## src/hdl/rsa_pkg.sv

```systemverilog
// Shared constants and types for the RSA modexp unit.
// No dependencies.
package rsa_pkg;
  localparam int WORD_BITS = 64;
  localparam int CNT_BITS  = $clog2(WORD_BITS);
  localparam int IDX_BITS  = 2;

  localparam logic [IDX_BITS-1:0] REG_MODULUS = 2'd0;
  localparam logic [IDX_BITS-1:0] REG_PUB_EXP = 2'd1;
  localparam logic [IDX_BITS-1:0] REG_PRV_EXP = 2'd2;

  typedef logic [WORD_BITS-1:0] word_t;

  // request to the modular multiplier: addend operand a, scanned operand b
  typedef struct packed {
    logic  start;
    word_t a;
    word_t b;
  } mm_req_t;

  typedef struct packed {
    logic busy;
    logic done;
  } mm_stat_t;

  typedef struct packed {
    logic full;
    logic empty;
  } q_stat_t;
endpackage

```

## src/hdl/rsa_modexp_encrypt_decrypt_unit.sv

```systemverilog
// RSA encrypt-then-decrypt unit: ciphertext = m^e mod n, decrypted = c^d mod n.
// Each beat runs two exponentiations on one shared bit-serial multiplier.
// One item in flight; two more may wait in the input queue. Sequential: next
// item starts after the last.
// Synchronous active-low reset: queue and output empty, modulus 1, exponents 0.
module rsa_modexp_encrypt_decrypt_unit (
  input  logic                          clk,
  input  logic                          rst_n,
  input  logic                          in_valid,
  output logic                          in_ready,
  input  logic [rsa_pkg::WORD_BITS-1:0] in_message,
  output logic                          out_valid,
  input  logic                          out_ready,
  output logic [rsa_pkg::WORD_BITS-1:0] out_ciphertext,
  output logic [rsa_pkg::WORD_BITS-1:0] out_decrypted,
  input  logic                          cfg_we,
  input  logic [rsa_pkg::IDX_BITS-1:0]  cfg_index,
  input  logic [rsa_pkg::WORD_BITS-1:0] cfg_wdata
);
  rsa_pkg::word_t    modulus_r, pub_r, prv_r;
  rsa_pkg::word_t    q_data, mm_prod;
  logic              q_valid, q_pop;
  rsa_pkg::q_stat_t  q_stat;
  rsa_pkg::mm_req_t  mm_req;
  rsa_pkg::mm_stat_t mm_stat;

  always_ff @(posedge clk) begin
    if (!rst_n) begin
      modulus_r <= rsa_pkg::WORD_BITS'(1);
      pub_r     <= '0;
      prv_r     <= '0;
    end else if (cfg_we) begin
      case (cfg_index)
        rsa_pkg::REG_MODULUS: modulus_r <= cfg_wdata;
        rsa_pkg::REG_PUB_EXP: pub_r     <= cfg_wdata;
        rsa_pkg::REG_PRV_EXP: prv_r     <= cfg_wdata;
        default: ;
      endcase
    end
  end

  rsa_front u_front (
    .clk, .rst_n, .in_valid, .in_ready, .in_message,
    .q_valid, .q_pop, .q_data, .q_stat
  );

  rsa_mulmod u_mulmod (
    .clk, .rst_n, .modulus(modulus_r), .req(mm_req), .stat(mm_stat), .prod(mm_prod)
  );

  rsa_engine u_engine (
    .clk, .rst_n, .pub_exp(pub_r), .prv_exp(prv_r),
    .q_valid, .q_pop, .q_data, .mm_req, .mm_stat, .mm_prod,
    .out_valid, .out_ready, .out_ciphertext, .out_decrypted
  );

  a_q_sane: assert property (@(posedge clk) disable iff (!rst_n)
    !(q_stat.full && q_stat.empty))
    else $error("queue both full and empty");
  a_start_busy: assert property (@(posedge clk) disable iff (!rst_n)
    mm_req.start && !mm_stat.busy |=> mm_stat.busy)
    else $error("multiplier did not start");
  a_done_pulse: assert property (@(posedge clk) disable iff (!rst_n)
    mm_stat.done |=> !mm_stat.done)
    else $error("multiplier done longer than one cycle");
  a_done_idle: assert property (@(posedge clk) disable iff (!rst_n)
    mm_stat.done |-> !mm_stat.busy)
    else $error("multiplier done while busy");
endmodule

```

## src/hdl/rsa_front.sv

```systemverilog
// Input side: takes message beats into a two-entry queue.
// Depends on rsa_pkg.
module rsa_front (
  input  logic              clk,
  input  logic              rst_n,
  input  logic              in_valid,
  output logic              in_ready,
  input  rsa_pkg::word_t    in_message,
  output logic              q_valid,
  input  logic              q_pop,
  output rsa_pkg::word_t    q_data,
  output rsa_pkg::q_stat_t  q_stat
);
  rsa_pkg::word_t mem_r [2];
  logic       wp_r, rp_r;
  logic [1:0] cnt_r;
  logic       push, pop;

  assign in_ready = (cnt_r != 2'd2);
  assign q_valid  = (cnt_r != 2'd0);
  assign push     = in_valid && in_ready;
  assign pop      = q_pop && q_valid;
  assign q_data   = mem_r[rp_r];
  assign q_stat.full  = (cnt_r == 2'd2);
  assign q_stat.empty = (cnt_r == 2'd0);

  always_ff @(posedge clk) begin
    if (push) begin
      mem_r[wp_r] <= in_message;
    end
  end

  always_ff @(posedge clk) begin
    if (!rst_n) begin
      wp_r  <= 1'b0;
      rp_r  <= 1'b0;
      cnt_r <= 2'd0;
    end else begin
      if (push) wp_r <= ~wp_r;
      if (pop)  rp_r <= ~rp_r;
      case ({push, pop})
        2'b10:   cnt_r <= cnt_r + 2'd1;
        2'b01:   cnt_r <= cnt_r - 2'd1;
        default: cnt_r <= cnt_r;
      endcase
    end
  end
endmodule

```

## src/hdl/rsa_mulmod.sv

```systemverilog
// Bit-serial modular multiplier: one bit of b per cycle, MSB first.
// Modulus zero means 2^WORD_BITS (plain wrap). Depends on rsa_pkg.
module rsa_mulmod (
  input  logic               clk,
  input  logic               rst_n,
  input  rsa_pkg::word_t     modulus,
  input  rsa_pkg::mm_req_t   req,
  output rsa_pkg::mm_stat_t  stat,
  output rsa_pkg::word_t     prod
);
  localparam int W = rsa_pkg::WORD_BITS;

  rsa_pkg::word_t acc_r, a_r, b_r;
  logic [rsa_pkg::CNT_BITS-1:0] cnt_r;
  logic busy_r, done_r;
  logic [W+1:0] t, t1, t2, n1, n2;
  rsa_pkg::word_t acc_nxt;
  logic nz;

  assign nz = (modulus != '0);
  assign n1 = {2'b00, modulus};
  assign n2 = {1'b0, modulus, 1'b0};
  // acc < n and a < n, so 2*acc + a < 3n: at most two subtractions
  assign t  = {1'b0, acc_r, 1'b0} + (b_r[W-1] ? {2'b00, a_r} : '0);
  assign t1 = t - n1;
  assign t2 = t - n2;

  always_comb begin
    if (!nz)          acc_nxt = t[W-1:0];
    else if (t >= n2) acc_nxt = t2[W-1:0];
    else if (t >= n1) acc_nxt = t1[W-1:0];
    else              acc_nxt = t[W-1:0];
  end

  assign prod      = acc_r;
  assign stat.busy = busy_r;
  assign stat.done = done_r;

  always_ff @(posedge clk) begin
    if (!rst_n) begin
      busy_r <= 1'b0;
      done_r <= 1'b0;
      cnt_r  <= '0;
    end else begin
      done_r <= 1'b0;
      if (req.start && !busy_r) begin
        busy_r <= 1'b1;
        cnt_r  <= '0;
      end else if (busy_r) begin
        cnt_r <= cnt_r + 1'b1;
        if (cnt_r == rsa_pkg::CNT_BITS'(W - 1)) begin
          busy_r <= 1'b0;
          done_r <= 1'b1;
        end
      end
    end
  end

  always_ff @(posedge clk) begin
    if (req.start && !busy_r) begin
      acc_r <= '0;
      // addend is 1 or already reduced; only 1 vs modulus 1 needs this
      a_r   <= (nz && req.a >= modulus) ? req.a - modulus : req.a;
      b_r   <= req.b;
    end else if (busy_r) begin
      acc_r <= acc_nxt;
      b_r   <= {b_r[W-2:0], 1'b0};
    end
  end
endmodule

```

## src/hdl/rsa_engine.sv

```systemverilog
// Back end: sequences two right-to-left exponentiations on the multiplier
// and holds the result beat. Depends on rsa_pkg.
module rsa_engine (
  input  logic               clk,
  input  logic               rst_n,
  input  rsa_pkg::word_t     pub_exp,
  input  rsa_pkg::word_t     prv_exp,
  input  logic               q_valid,
  output logic               q_pop,
  input  rsa_pkg::word_t     q_data,
  output rsa_pkg::mm_req_t   mm_req,
  input  rsa_pkg::mm_stat_t  mm_stat,
  input  rsa_pkg::word_t     mm_prod,
  output logic               out_valid,
  input  logic               out_ready,
  output rsa_pkg::word_t     out_ciphertext,
  output rsa_pkg::word_t     out_decrypted
);
  typedef enum logic [2:0] {S_IDLE, S_RED, S_CHK, S_MUL, S_SQR, S_OUT} state_t;

  state_t state_r;
  rsa_pkg::word_t base_r, exp_r, res_r, ct_r, opa_r, opb_r;
  logic enc_r, vld_r, start_r, issue;
  rsa_pkg::word_t one_w;

  assign one_w        = rsa_pkg::WORD_BITS'(1);
  assign q_pop        = (state_r == S_IDLE) && q_valid;
  assign mm_req.start = start_r;
  assign mm_req.a     = opa_r;
  assign mm_req.b     = opb_r;
  assign out_valid    = vld_r;

  // states that hand a new product to the multiplier on the next cycle
  always_comb begin
    case (state_r)
      S_IDLE:  issue = q_valid;
      S_CHK:   issue = (exp_r != '0) || enc_r;
      S_MUL:   issue = mm_stat.done && ((exp_r >> 1) != '0);
      default: issue = 1'b0;
    endcase
  end

  always_ff @(posedge clk) begin
    if (!rst_n) begin
      state_r <= S_IDLE;
      vld_r   <= 1'b0;
      start_r <= 1'b0;
      enc_r   <= 1'b0;
    end else begin
      start_r <= issue;
      if (state_r == S_OUT && (!vld_r || out_ready)) vld_r <= 1'b1;
      else if (out_ready)                            vld_r <= 1'b0;
      case (state_r)
        S_IDLE: begin
          if (q_valid) begin
            base_r  <= q_data;
            exp_r   <= pub_exp;
            res_r   <= one_w;
            enc_r   <= 1'b1;
            opa_r   <= one_w;
            opb_r   <= q_data;
            state_r <= S_RED;
          end
        end
        S_RED: begin
          if (mm_stat.done) begin
            base_r  <= mm_prod;
            state_r <= S_CHK;
          end
        end
        S_CHK: begin
          if (exp_r == '0) begin
            if (enc_r) begin
              ct_r    <= res_r;
              base_r  <= res_r;
              res_r   <= one_w;
              exp_r   <= prv_exp;
              enc_r   <= 1'b0;
              opa_r   <= one_w;
              opb_r   <= res_r;
              state_r <= S_RED;
            end else begin
              state_r <= S_OUT;
            end
          end else if (exp_r[0]) begin
            opa_r   <= res_r;
            opb_r   <= base_r;
            state_r <= S_MUL;
          end else begin
            exp_r   <= exp_r >> 1;
            opa_r   <= base_r;
            opb_r   <= base_r;
            state_r <= S_SQR;
          end
        end
        S_MUL: begin
          if (mm_stat.done) begin
            res_r <= mm_prod;
            exp_r <= exp_r >> 1;
            if ((exp_r >> 1) == '0) begin
              state_r <= S_CHK;
            end else begin
              opa_r   <= base_r;
              opb_r   <= base_r;
              state_r <= S_SQR;
            end
          end
        end
        S_SQR: begin
          if (mm_stat.done) begin
            base_r  <= mm_prod;
            state_r <= S_CHK;
          end
        end
        S_OUT: begin
          if (!vld_r || out_ready) begin
            out_ciphertext <= ct_r;
            out_decrypted  <= res_r;
            state_r        <= S_IDLE;
          end
        end
        default: state_r <= S_IDLE;
      endcase
    end
  end
endmodule

```

## config.mk

```make
export PLATFORM = sky130hd
export DESIGN_NAME = rsa_modexp_encrypt_decrypt_unit
export DESIGN_NICKNAME = d
export VERILOG_FILES = /design/src/hdl/rsa_pkg.sv /design/src/hdl/rsa_modexp_encrypt_decrypt_unit.sv /design/src/hdl/rsa_front.sv /design/src/hdl/rsa_mulmod.sv /design/src/hdl/rsa_engine.sv
export SDC_FILE = /design/constraint.sdc
export NUM_CORES = 2
export LEC_CHECK = 0
export BUFFER_PORTS_ARGS = -buffer_cell sky130_fd_sc_hd__buf_2
export CORE_ASPECT_RATIO = 0.75
export CORE_MARGIN = 5
export CORE_UTILIZATION = 61
export CTS_CLUSTER_DIAMETER = 200
export DETAILED_ROUTE_END_ITERATION = 6
export HOLD_SLACK_MARGIN = 0.06
export PLACE_DENSITY_LB_ADDON = 0.3
export SKIP_CTS_REPAIR_TIMING = 1
export SLEW_MARGIN = 20
export SYNTH_ARGS = -nofsm -noshare
export SYNTH_HDL_FRONTEND = slang
export SYNTH_HIERARCHICAL = 1
export SYNTH_SLANG_ARGS = --single-unit
export TNS_END_PERCENT = 100
```

## constraint.sdc

```tcl
create_clock -name clk -period 9.45 [get_ports clk]
set_input_delay 0.4725 -clock clk [delete_from_list [all_inputs] [get_ports clk]]
set_output_delay 0.4725 -clock clk [all_outputs]
set_load 0.02 [all_outputs]
```

==> results.py <==
metrics = {
    "run_status": {
        "status": "finished clean",
    },
    "grt": {
        "grt_overflow": 0,
        "grt_usage_pct": 35.7,
        "antenna_found_initial": 3,
        "grt_max_degree": 107,
        "grt_pass1_wl_mm": 272,
        "grt_pass1_vias": 42849,
    },
    "layout": {
        "fin_cells": 6882,
        "fillers": 7046,
        "drive_gt1_share_pct": 12.5,
        "largest_reg_flops": 128,
        "final_nets": 5956,
        "regArea_sq_um": 28600,
        "multiInputGateArea_sq_um": 26900,
        "top_register": "u_front/mem_r",
        "area_delta_synth_final_pct": 10.4,
    },
    "floorplanning": {
        "fp-row-count": 97,
        "die_y_um": 276,
        "die_x_um": 365,
        "initial_utilization_pct": 61.6,
        "coreArea_sq_um": 93500,
        "dieArea_sq_um": 101000,
        "pin_count": 265,
    },
    "yosys": {
        "avgSynthCellArea_sq_um": 10.7,
        "yosys_warnings": 6,
        "syn_area_sq_um": 57500,
        "synth_nets": 5780,
        "synthCells": 5384,
    },
    "sta": {
        "fmax_mhz": 118,
        "slew_headroom_pct": 18.7,
        "tightestPinTransition_ns": 1.22,
        "hold_violations": 0,
        "post-route-min-period_ns": 8.51,
        "fin_worst_skew_ns": 0.0347,
        "rsz0062_at_grt": "false",
        "setup_viol": 0,
        "min_period_over_period_pct": 90.0,
        "finalSetupTns_ns": 0,
        "drv_slew": 0,
    },
    "critical_path": {
        "arrival_ns": 9.11,
        "rrSetupSlack_ns": 0.94,
        "crit_path_frequent_cell": "a21oi_1",
        "cp.required_ns": 10.06,
        "cp_top_family": "compound AO/OA/AOI/OAI gates",
        "cp_max_fo": 41,
        "cpMaxStageDelayCell": "o41ai_1",
        "critPathMaxStageDelay_ns": 0.88,
        "critPathCaptureType": "register",
        "r2r_start": "u_mulmod/b_r[63]",
        "critPathKind": "register to register",
        "cp_num_buf_inv": 2,
        "start_kind": "register",
        "timing.rr.end": "u_mulmod/prod[36]",
        "ff2ff_path_depth": 25,
    },
    "place": {
        "gp_congestion": 1.05,
        "hpwl_mm": 135,
        "dp.cells": 6629,
        "port_buffers": 264,
    },
    "min_path": {
        "hold_start": "cfg_wdata[0]",
        "hold_end": "pub_r[0]",
        "worstHoldPathType": "input port to register",
        "min_delay_path_depth": 3,
    },
    "route": {
        "wire_per_inst_um": 27.0,
        "drtPass1Iterations": 6,
        "routed_wl_mm": 186,
        "vias": 46194,
        "drt-vias-per-instance": 6.71,
        "ant_nets": 0,
        "drc": 0,
        "drtIter0Drc": 6691,
    },
    "power": {
        "clkPwrFrac_pct": 16.5,
        "p_sw_share_pct": 47.1,
        "leakage_uw": 0.0244,
        "combPwrFrac_pct": 57.3,
        "pwr_density_cell_nw_per_um2": 406,
        "p_int_uw": 13700,
        "power_switching_uw": 12100,
        "ir_drop_mv": 0.349,
        "pwr-share-seq_pct": 26.2,
    },
    "clock_network": {
        "root_buffer": "clkbuf_16",
        "insertion_delay_ns": 0.72,
        "cts_max_level": 3,
        "cts_buffers": 100,
        "cts_tree": "done",
        "clk_pin_slew_ns": 0.08,
        "max-clock-path-buffers": 3,
        "cts.sinks": 1043,
    },
    "run": {
        "max_cap_violations": 0,
    },
}
==> metal layers <==
layer	wire [um]	up-vias	GRT usage, %
li1	-	20523	-
met1	80000	22548	54.0
met2	76900	2833	50.9
met3	23700	288	10.4
met4	5000	2	8.30
met5	12	-	0
==> cells in the final DEF (no fill, tap or decap), types with 133 or more instances in the layout <==
cell type	count
nand2_1	829
edfxtp_1	768
a21oi_1	297
dfxtp_1	272
buf_2	263
mux2i_1	259
ha_1	257
o21ai_0	254
nor2_1	176
inv_1	142
and2_1	140
a221o_1	135
xnor2_1	133
==> worst register-to-register path: cells and delay by family (launching register included) <==
kind            cells  cell delay, ns
compound gates     12            4.35
simple gates        7            1.82
fa+ha+maj           3            0.94
xor+xnor            1            0.55
buf+inv             2            0.39
flops               1            0.33
==> worst max-delay path by stage <==
stage	start	to	slack, ns	depth (start not counted)
floorplan	u_engine/state_r[1]	u_engine/opa_r[0]	0.71	6
global placement	u_mulmod/b_r[63]	u_mulmod/prod[60]	1.67	24
detailed placement	u_mulmod/b_r[63]	u_mulmod/prod[36]	1.37	24
CTS	u_mulmod/b_r[63]	u_mulmod/prod[36]	1.34	24
global route	u_mulmod/b_r[63]	u_mulmod/prod[22]	0.72	25
finish	u_mulmod/b_r[63]	u_mulmod/prod[36]	0.94	25
==> stage by stage <==
step / hold slack [ns] / total power (uW) / instance area [sq um] / utilization, % / worst slack, ns
6_report: 0.0821 / 25800 / 63500 / 68.0 / 0.945
5_1_grt: 0.0790 / 26900 / 63500 / 68.0 / 0.716
4_1_cts: -0.0839 / 25100 / 62800 / 67.2 / 1.34
3_5_place_dp: 0.405 / 20800 / 59400 / 63.5 / 1.37
3_3_place_gp: 0.400 / 20800 / 59400 / 63.5 / 1.67
2_1_floorplan: 0.400 / 16700 / 57500 / - / 0.712
==> power groups by stage <==
stage          Sequential (uW)  Clock [uW]  Combinational, uW
2_1_floorplan             6520           0              10200
3_3_place_gp              6780           0              14000
3_5_place_dp              6800           0              14000
4_1_cts                   6720        4300              14100
5_1_grt                   6800        4500              15600
6_report                  6750        4260              14800
==> final cells by class <==
class                           instances  share of cell area, %
Inverter                              146                  0.863
Sequential cell                      1043                   45.0
Antenna cell                            3                 0.0118
Clock buffer                          128                   4.22
Clock inverter                         56                   1.20
Tap cell                             1237                   2.44
Timing Repair Buffer                  387                   3.85
Multi-Input combinational cell       3882                   42.4
Note: power is estimated with default switching activity, not from simulation.
